File: src/design/pbl_pkg.sv
// shared types, widths and command codes for the polyline bounds and length block
// used by the channel interfaces, the top level and the checker
`default_nettype none

package pbl_pkg;

  localparam int CMD_W   = 4;
  localparam int COORD_W = 32;
  localparam int LEN_W   = 48;
  localparam int FRAC_W  = 16;
  localparam int AXES    = 3;

  // square of a coordinate difference, radicand and root widths
  localparam int SQ_W   = 2 * COORD_W;
  localparam int RAD_W  = SQ_W + 2;
  localparam int ROOT_W = RAD_W / 2;
  localparam int REM_W  = ROOT_W + 2;
  localparam int CNT_W  = $clog2(ROOT_W + 1);

  typedef logic signed [COORD_W-1:0] coord_t;
  typedef logic [LEN_W-1:0] len_t;

  localparam coord_t COORD_POS_MAX = coord_t'({1'b0, {(COORD_W-1){1'b1}}});
  localparam coord_t COORD_NEG_MAX = coord_t'({1'b1, {(COORD_W-1){1'b0}}});
  localparam len_t   LEN_MAX       = {LEN_W{1'b1}};

  typedef enum logic [CMD_W-1:0] {
    CMD_POINT_DRAW = 4'd0,
    CMD_LINE_MOVE  = 4'd1,
    CMD_TRI_MOVE   = 4'd2,
    CMD_POLY_MOVE  = 4'd3,
    CMD_LINE_DRAW  = 4'd4,
    CMD_TRI_DRAW   = 4'd5,
    CMD_POLY_DRAW  = 4'd6,
    CMD_TRI_END    = 4'd7,
    CMD_POLY_END   = 4'd8,
    CMD_OTHER      = 4'd9
  } cmd_t;

endpackage

`default_nettype wire

File: src/design/pbl_in_if.sv
// request channel carrying one drawing command with its point
// depends on pbl_pkg
`default_nettype none

interface pbl_in_if;
  logic                            valid;
  logic                            ready;
  logic [pbl_pkg::CMD_W-1:0]       command;
  logic signed [pbl_pkg::COORD_W-1:0] point_x;
  logic signed [pbl_pkg::COORD_W-1:0] point_y;
  logic signed [pbl_pkg::COORD_W-1:0] point_z;
  logic                            list_end;

  modport source (output valid, command, point_x, point_y, point_z, list_end,
                  input ready);
  modport sink (input valid, command, point_x, point_y, point_z, list_end,
                output ready);
endinterface

`default_nettype wire

File: src/design/pbl_out_if.sv
// result channel carrying the bounds, path length and flags of one list
// depends on pbl_pkg
`default_nettype none

interface pbl_out_if;
  logic                               valid;
  logic                               ready;
  logic signed [pbl_pkg::COORD_W-1:0] min_x;
  logic signed [pbl_pkg::COORD_W-1:0] min_y;
  logic signed [pbl_pkg::COORD_W-1:0] min_z;
  logic signed [pbl_pkg::COORD_W-1:0] max_x;
  logic signed [pbl_pkg::COORD_W-1:0] max_y;
  logic signed [pbl_pkg::COORD_W-1:0] max_z;
  logic [pbl_pkg::LEN_W-1:0]          path_length;
  logic                               bounds_empty;
  logic                               draw_without_move;

  modport source (output valid, min_x, min_y, min_z, max_x, max_y, max_z,
                  path_length, bounds_empty, draw_without_move, input ready);
  modport sink (input valid, min_x, min_y, min_z, max_x, max_y, max_z,
                path_length, bounds_empty, draw_without_move, output ready);
endinterface

`default_nettype wire

File: src/design/polyline_bbox_and_length.sv
// sequence: a point, move or other request is taken from the idle state; a draw or end request
// stalls the input while it runs through the magnitude, 32 serial multiply steps run on all
// three axes at once, two sums, 33 root steps and the add; no new request is taken until then
// the last request of a list then goes to the emit state, which waits while the previous
// result is still held and then registers the result (after the accept or add step)
// reset: synchronous rst clears bounds, length, previous point, flags and the result valid
`default_nettype none

module polyline_bbox_and_length (
  input  logic clk,
  input  logic rst,
  pbl_in_if.sink    items,
  pbl_out_if.source results
);
  import pbl_pkg::*;

  typedef enum logic [2:0] {
    S_IDLE, S_ABS, S_MUL, S_SUM1, S_SUM2, S_ROOT, S_ACCUM, S_EMIT
  } state_t;

  state_t state;

  coord_t low  [AXES];
  coord_t high [AXES];
  coord_t prev [AXES];
  len_t   length_sum;
  logic   segment_open;
  logic   warn_seen;
  logic   last_item;

  logic signed [COORD_W:0] diff [AXES];
  logic [COORD_W-1:0] mcand  [AXES];
  logic [COORD_W-1:0] mplier [AXES];
  logic [COORD_W-1:0] acc    [AXES];
  logic [SQ_W:0]      sum01;
  logic [RAD_W-1:0]   radicand;
  logic [REM_W-1:0]   rem;
  logic [ROOT_W-1:0]  root;
  logic [CNT_W-1:0]   count;

  logic   out_valid;
  coord_t out_min [AXES];
  coord_t out_max [AXES];
  len_t   out_length;
  logic   out_empty;
  logic   out_warn;

  coord_t pt [AXES];
  logic   is_widen, is_move, is_draw, is_length;
  logic [COORD_W:0]   lane_sum [AXES];
  logic [REM_W+1:0]   rem_shift;
  logic [REM_W+1:0]   trial;
  logic               root_ge;
  logic [LEN_W:0]     len_add;
  logic               emit_go;

  assign pt[0] = items.point_x;
  assign pt[1] = items.point_y;
  assign pt[2] = items.point_z;

  assign is_move   = items.command inside {CMD_LINE_MOVE, CMD_TRI_MOVE, CMD_POLY_MOVE};
  assign is_draw   = items.command inside {CMD_LINE_DRAW, CMD_TRI_DRAW, CMD_POLY_DRAW};
  assign is_widen  = is_move || is_draw || (items.command == CMD_POINT_DRAW);
  assign is_length = is_draw || items.command inside {CMD_TRI_END, CMD_POLY_END};

  // one shift-add step of each axis multiplier
  always_comb begin
    for (int a = 0; a < AXES; a++) begin
      lane_sum[a] = {1'b0, acc[a]} + (mplier[a][0] ? {1'b0, mcand[a]} : '0);
    end
  end

  // restoring square root, two radicand bits per step
  assign rem_shift = {rem, radicand[RAD_W-1 -: 2]};
  assign trial     = {2'b00, root, 2'b01};
  assign root_ge   = rem_shift >= trial;

  assign len_add = {1'b0, length_sum} + {{(LEN_W + 1 - ROOT_W){1'b0}}, root};
  assign emit_go = !out_valid || results.ready;

  assign items.ready = (state == S_IDLE);

  always_ff @(posedge clk) begin
    if (rst) begin
      state        <= S_IDLE;
      length_sum   <= '0;
      segment_open <= 1'b0;
      warn_seen    <= 1'b0;
      last_item    <= 1'b0;
      count        <= '0;
      out_valid    <= 1'b0;
      for (int a = 0; a < AXES; a++) begin
        low[a]  <= COORD_POS_MAX;
        high[a] <= COORD_NEG_MAX;
        prev[a] <= '0;
      end
    end else begin
      // the emit state handles its own valid
      if (out_valid && results.ready && (state != S_EMIT)) begin
        out_valid <= 1'b0;
      end
      case (state)
        S_IDLE: begin
          if (items.valid) begin
            for (int a = 0; a < AXES; a++) begin
              if (is_widen && (pt[a] < low[a])) low[a] <= pt[a];
              if (is_widen && (pt[a] > high[a])) high[a] <= pt[a];
              diff[a] <= {pt[a][COORD_W-1], pt[a]} - {prev[a][COORD_W-1], prev[a]};
              prev[a] <= pt[a];
            end
            if (is_move) begin
              segment_open <= 1'b1;
            end else if (!is_draw && (is_widen || is_length)) begin
              segment_open <= 1'b0;
            end
            if (is_draw && !segment_open) warn_seen <= 1'b1;
            last_item <= items.list_end;
            if (is_length) begin
              state <= S_ABS;
            end else if (items.list_end) begin
              state <= S_EMIT;
            end
          end
        end
        S_ABS: begin
          for (int a = 0; a < AXES; a++) begin
            // magnitude of a coordinate difference always fits the coordinate width
            mcand[a]  <= diff[a][COORD_W] ? COORD_W'(-diff[a]) : diff[a][COORD_W-1:0];
            mplier[a] <= diff[a][COORD_W] ? COORD_W'(-diff[a]) : diff[a][COORD_W-1:0];
            acc[a]    <= '0;
          end
          count <= CNT_W'(COORD_W - 1);
          state <= S_MUL;
        end
        S_MUL: begin
          for (int a = 0; a < AXES; a++) begin
            acc[a]    <= lane_sum[a][COORD_W:1];
            mplier[a] <= {lane_sum[a][0], mplier[a][COORD_W-1:1]};
          end
          if (count == '0) begin
            state <= S_SUM1;
          end else begin
            count <= count - 1'b1;
          end
        end
        S_SUM1: begin
          sum01 <= {1'b0, acc[0], mplier[0]} + {1'b0, acc[1], mplier[1]};
          state <= S_SUM2;
        end
        S_SUM2: begin
          radicand <= {1'b0, sum01} + {2'b00, acc[2], mplier[2]};
          rem      <= '0;
          root     <= '0;
          count    <= CNT_W'(ROOT_W - 1);
          state    <= S_ROOT;
        end
        S_ROOT: begin
          rem      <= root_ge ? REM_W'(rem_shift - trial) : REM_W'(rem_shift);
          root     <= {root[ROOT_W-2:0], root_ge};
          radicand <= {radicand[RAD_W-3:0], 2'b00};
          if (count == '0) begin
            state <= S_ACCUM;
          end else begin
            count <= count - 1'b1;
          end
        end
        S_ACCUM: begin
          length_sum <= len_add[LEN_W] ? LEN_MAX : len_add[LEN_W-1:0];
          state      <= last_item ? S_EMIT : S_IDLE;
        end
        S_EMIT: begin
          if (emit_go) begin
            out_valid  <= 1'b1;
            out_length <= length_sum;
            out_empty  <= low[0] > high[0];
            out_warn   <= warn_seen;
            for (int a = 0; a < AXES; a++) begin
              out_min[a] <= low[a];
              out_max[a] <= high[a];
              low[a]     <= COORD_POS_MAX;
              high[a]    <= COORD_NEG_MAX;
              prev[a]    <= '0;
            end
            length_sum   <= '0;
            segment_open <= 1'b0;
            warn_seen    <= 1'b0;
            state        <= S_IDLE;
          end
        end
        default: state <= S_IDLE;
      endcase
    end
  end

  assign results.valid             = out_valid;
  assign results.min_x             = out_min[0];
  assign results.min_y             = out_min[1];
  assign results.min_z             = out_min[2];
  assign results.max_x             = out_max[0];
  assign results.max_y             = out_max[1];
  assign results.max_z             = out_max[2];
  assign results.path_length       = out_length;
  assign results.bounds_empty      = out_empty;
  assign results.draw_without_move = out_warn;

endmodule

`default_nettype wire

File: src/flat_wrapper.sv
// flat-port wrapper written by rule: the top's interface ports become plain ports
module polyline_bbox_and_length_flat import pbl_pkg::*;
  (clk, rst, items_valid, items_command, items_point_x, items_point_y, items_point_z, items_list_end, items_ready, results_valid, results_min_x, results_min_y, results_min_z, results_max_x, results_max_y, results_max_z, results_path_length, results_bounds_empty, results_draw_without_move, results_ready);
  pbl_in_if items_i ();
  pbl_out_if results_i ();
  input  logic clk;
  input  logic rst;
  input wire logic [$bits(items_i.valid)-1:0] items_valid;
  input wire logic [$bits(items_i.command)-1:0] items_command;
  input wire logic [$bits(items_i.point_x)-1:0] items_point_x;
  input wire logic [$bits(items_i.point_y)-1:0] items_point_y;
  input wire logic [$bits(items_i.point_z)-1:0] items_point_z;
  input wire logic [$bits(items_i.list_end)-1:0] items_list_end;
  output wire logic [$bits(items_i.ready)-1:0] items_ready;
  output wire logic [$bits(results_i.valid)-1:0] results_valid;
  output wire logic [$bits(results_i.min_x)-1:0] results_min_x;
  output wire logic [$bits(results_i.min_y)-1:0] results_min_y;
  output wire logic [$bits(results_i.min_z)-1:0] results_min_z;
  output wire logic [$bits(results_i.max_x)-1:0] results_max_x;
  output wire logic [$bits(results_i.max_y)-1:0] results_max_y;
  output wire logic [$bits(results_i.max_z)-1:0] results_max_z;
  output wire logic [$bits(results_i.path_length)-1:0] results_path_length;
  output wire logic [$bits(results_i.bounds_empty)-1:0] results_bounds_empty;
  output wire logic [$bits(results_i.draw_without_move)-1:0] results_draw_without_move;
  input wire logic [$bits(results_i.ready)-1:0] results_ready;
  assign items_i.valid = items_valid;
  assign items_i.command = items_command;
  assign items_i.point_x = items_point_x;
  assign items_i.point_y = items_point_y;
  assign items_i.point_z = items_point_z;
  assign items_i.list_end = items_list_end;
  assign items_ready = items_i.ready;
  assign results_valid = results_i.valid;
  assign results_min_x = results_i.min_x;
  assign results_min_y = results_i.min_y;
  assign results_min_z = results_i.min_z;
  assign results_max_x = results_i.max_x;
  assign results_max_y = results_i.max_y;
  assign results_max_z = results_i.max_z;
  assign results_path_length = results_i.path_length;
  assign results_bounds_empty = results_i.bounds_empty;
  assign results_draw_without_move = results_i.draw_without_move;
  assign results_i.ready = results_ready;
  polyline_bbox_and_length u_core (.clk(clk), .rst(rst), .items(items_i), .results(results_i));
endmodule
File: config.mk
export PLATFORM = sky130hd
export DESIGN_NAME = polyline_bbox_and_length_flat
export DESIGN_NICKNAME = d
export VERILOG_FILES = /design/src/design/pbl_pkg.sv /design/src/design/pbl_in_if.sv /design/src/design/pbl_out_if.sv /design/src/design/polyline_bbox_and_length.sv /design/src/flat_wrapper.sv
export SDC_FILE = /design/constraint.sdc
export NUM_CORES = 2
export LEC_CHECK = 0
export ABC_AREA = 0
export BUFFER_PORTS_ARGS = -buffer_cell sky130_fd_sc_hd__buf_4
export CAP_MARGIN = 20
export CORE_MARGIN = 2
export CORE_UTILIZATION = 43
export CTS_CLUSTER_DIAMETER = 120
export DETAILED_ROUTE_END_ITERATION = 16
export PLACE_DENSITY = 0.6
export SLEW_MARGIN = 20
export SYNTH_ARGS = -nofsm -noshare
export SYNTH_HDL_FRONTEND = slang
export SYNTH_SLANG_ARGS = --single-unit
File: constraint.sdc
create_clock -name clk -period 17.7 [get_ports clk]
set_clock_uncertainty 0.1 [all_clocks]
set_input_delay 0.885 -clock clk [delete_from_list [all_inputs] [get_ports clk]]
set_output_delay 0.885 -clock clk [all_outputs]
set_load 0.01 [all_outputs]
==> out/results.tsv <==
metric	value	unit
die area	163000	um2
Int Pwr	6.72	mW
Vias	49200	
Yosys warnings	0	
met2 Track Usage GR	33.9	%
Initial Util	43.4	%
initial antenna violation count	2	
met1 Use GR	30.3	%
Die W	404	um
# IOs	349	
first-pass detailed-route iteration total	6	
row cnt	146	
Clock Latency Late Sink	0.81	ns
All-Layer GR Usage	21.5	%
Num CTS Buffers	137	
Clock transition at path regs	0.06	ns
largest net degree at the start of global routing	158	
GR peak layer	met2	
Pwr per Cell Area	132	nW/um2
sw frac	34.9	%
CP Data Required Time	18.23	ns
HPWL Detailed	133	mm
CP Launch Type	flip-flop	
WHS Path Cells	3	
P&R area growth vs syn	13.9	%
clock network power share	28.0	%
Netlist Area Pre-Place	68700	um2
Slew headroom	24.0	%
CP Max Fanout	33	
Post-synth EDFFs	1116	
critical path arrival	5.41	ns
vias in the first global route	47400	
Final period util	27.6	%
final core utilization	49.4	%
max cap viols	0	
Clock Tree Buf Depth	3	
Synth top cells by count	edfxtp_1 (1116), nor2_1 (723), ha_1 (614)	
Placeable Area	159000	um2
Synth area leader	edfxtp_1	
r2r startpoint	u_core.mplier[0][32]	
worst ir drop on vdd	0.112	mV
Synth Instances	6423	
Routed Antenna Nets	0	
Final Critical Period	4.88	ns
LEAKAGE	31.5	nW
Clock Sinks	1177	
Congestion Overflow GR	0	
final wirelength	178	mm
post_cts resized	0	
Max Slew Vio Count	0	
RSZ-0062 raised after global routing	false	
die height	404	um
P_sw	3.60	mW
met3 Use GR	3.43	%
Layout Nets	7497	
area share of the leading cell type in the synthesized netlist	48.8	%
Inst Count DP	8701	
Main synth FF type	edfxtp_1	
PnR Total Power	10.3	mW
Post-Synthesis Net Count	7151	
# hold bufs at CTS	0	
worst-case reg-to-reg path depth	15	
Least-Margin Pin Slew	1.13	ns
Setup TNS Final	0	ns
clock root buffer	clkbuf_16	
Layout Cells excl Fill	8953	
H-tree levels	4	
Comb power frac	33.3	%
sequential share of power	38.7	%
Distinct cells, synth	89	
sequential cell area fraction in the yosys report	50.5	%
Vias/cell	5.49	
Setup Crit Path Kind	reg -> reg	
first-pass GRT wire length	275	mm
WHS Endpoint	u_core.last_item	
drt wl/cell	19.9	um
top-count cell post-synth	edfxtp_1	
r2r endpoint	u_core.sum01[60]	
Iter 0 DRT Violations	3642	
Synth async-reset ratio	0	%
final setup fails	0	
DRC	0	
Synth Register Bits	1177	
hold crit path type	in -> reg	
Fmax achieved	205	MHz
share of layout cells above drive strength 1	9.97	%
post-CTS setup buffer count	0	
r2r setup slk	12.82	ns
status	complete, no violations	
Avg Cell Area, Syn	10.7	um2
crit end category	flip-flop	
Final Wtd Congestion	0.920	
I/O Buffers	348	
CTS tree	built	
hold_sp	items_list_end	
final hold vios	0	
synth top area cells	edfxtp_1 (49%), ha_1 (11%), nor2_1 (3.9%)	
==> kinds of logic after synthesis <==
| kind of cell | synth area share [%] |
|---|---|
| xor+xnor | 5.17 |
| buf+inv | 3.47 |
| flops | 50.5 |
| simple gates | 14.5 |
| fa+ha+maj | 11.4 |
| mux | 0.435 |
| compound gates | 14.4 |
==> metal layers <==
metal / part of all wire, % / routed length [um]
met1: 46 / 82700
met4: 3.1 / 5540
met3: 4.9 / 8820
met2: 46 / 81100
met5: 0 / 0
==> cell usage in the layout, fill, tap and decap left out, types with 16 or more instances in the layout <==
master / n
a21oi_1: 479
a31oi_1: 59
o211ai_1: 19
xor2_1: 137
clkinv_2: 29
nor3_1: 85
o31a_1: 17
o21a_1: 78
a211oi_1: 83
and2_1: 316
nand3_1: 88
inv_1: 446
nor4_1: 19
nand4_1: 89
buf_4: 381
a21o_1: 237
or2_2: 16
nand2b_1: 174
clkbuf_1: 23
nand2_1: 298
dfxtp_1: 61
nor2_1: 718
o21ai_0: 297
clkinv_1: 23
and3_1: 31
clkbuf_16: 137
o31ai_1: 51
nor2b_1: 69
o21bai_1: 55
xnor2_1: 269
ha_1: 614
edfxtp_1: 1116
or3_1: 24
==> worst max-delay path by stage <==
| stage | from | end | cells past startpoint |
|---|---|---|---|
| 2_1_floorplan | rst | u_core.radicand[0] | 3 |
| 3_3_place_gp | items_point_y[9] | u_core.low[0][89] | 15 |
| 3_5_place_dp | items_point_y[9] | u_core.low[0][82] | 15 |
| 4_1_cts | u_core.mplier[0][32] | u_core.sum01[60] | 15 |
| 5_1_grt | u_core.mplier[0][32] | u_core.sum01[60] | 15 |
| 6_report | u_core.mplier[0][32] | u_core.sum01[60] | 15 |
==> layout make-up <==
type / count / area [um2]
antenna: 2 / 5.00
clock buffer: 163 / 3560
clock inverter: 86 / 1060
fill: 14300 / 80200
inverter: 446 / 1670
multi-input combinational: 4622 / 31700
sequential: 1177 / 34700
tap: 2072 / 2590
timing repair buffer: 385 / 2960
==> stage by stage <==
| step | area, um2 | hold slack (ns) | worst slack (ns) |
|---|---|---|---|
| final | 78300 | 0.255 | 12.82 |
| after global routing | 78300 | 0.228 | 12.43 |
| after CTS | 78300 | 0.187 | 12.85 |
| after detailed placement | 73700 | 0.333 | 12.33 |
| after global placement | 73600 | 0.330 | 12.41 |
| after floorplan | 68700 | 0.309 | 5.77 |
==> critical path, stage by stage, from the launching register on <==
cell and delay, ns:
edfxtp_1 0.98, ha_1 0.35, inv_1 0.07, fa_1 0.39, nand2b_1 0.18, a21oi_1 0.23, o21ai_0 0.20, a21oi_2 0.31
a211oi_2 0.11, buf_4 0.19, a2111oi_2 0.42, o211ai_1 0.20, a21oi_1 0.25, nor2_1 0.15, or4b_1 0.50, nand4_1 0.10
==> sequential cells by signal (all words and copies together) (netlist names), 3 cells and up <==
register	count
u_core.radicand	66
u_core.rem	35
u_core.count	6
u_core.root	33
u_core.sum01	65
u_core.high	96
u_core.mcand	96
u_core.out_max	96
u_core.low	96
u_core.out_min	96
u_core.state	3
u_core.mplier	96
u_core.results.path_length	48
u_core.length_sum	48
u_core.acc	96
u_core.prev	96
u_core.diff	99
==> power by group through the flow <==
stage                     clock network [mW]  registers (mW)  logic, mW
after floorplan                            0            3.94       2.58
after global placement                     0            4.04       3.36
after detailed placement                   0            4.05       3.41
after CTS                               2.96            3.99       3.44
after global routing                    3.06            4.03       3.86
final                                   2.89            3.99       3.44
No activity file was read; power rests on OpenSTA's default activity.
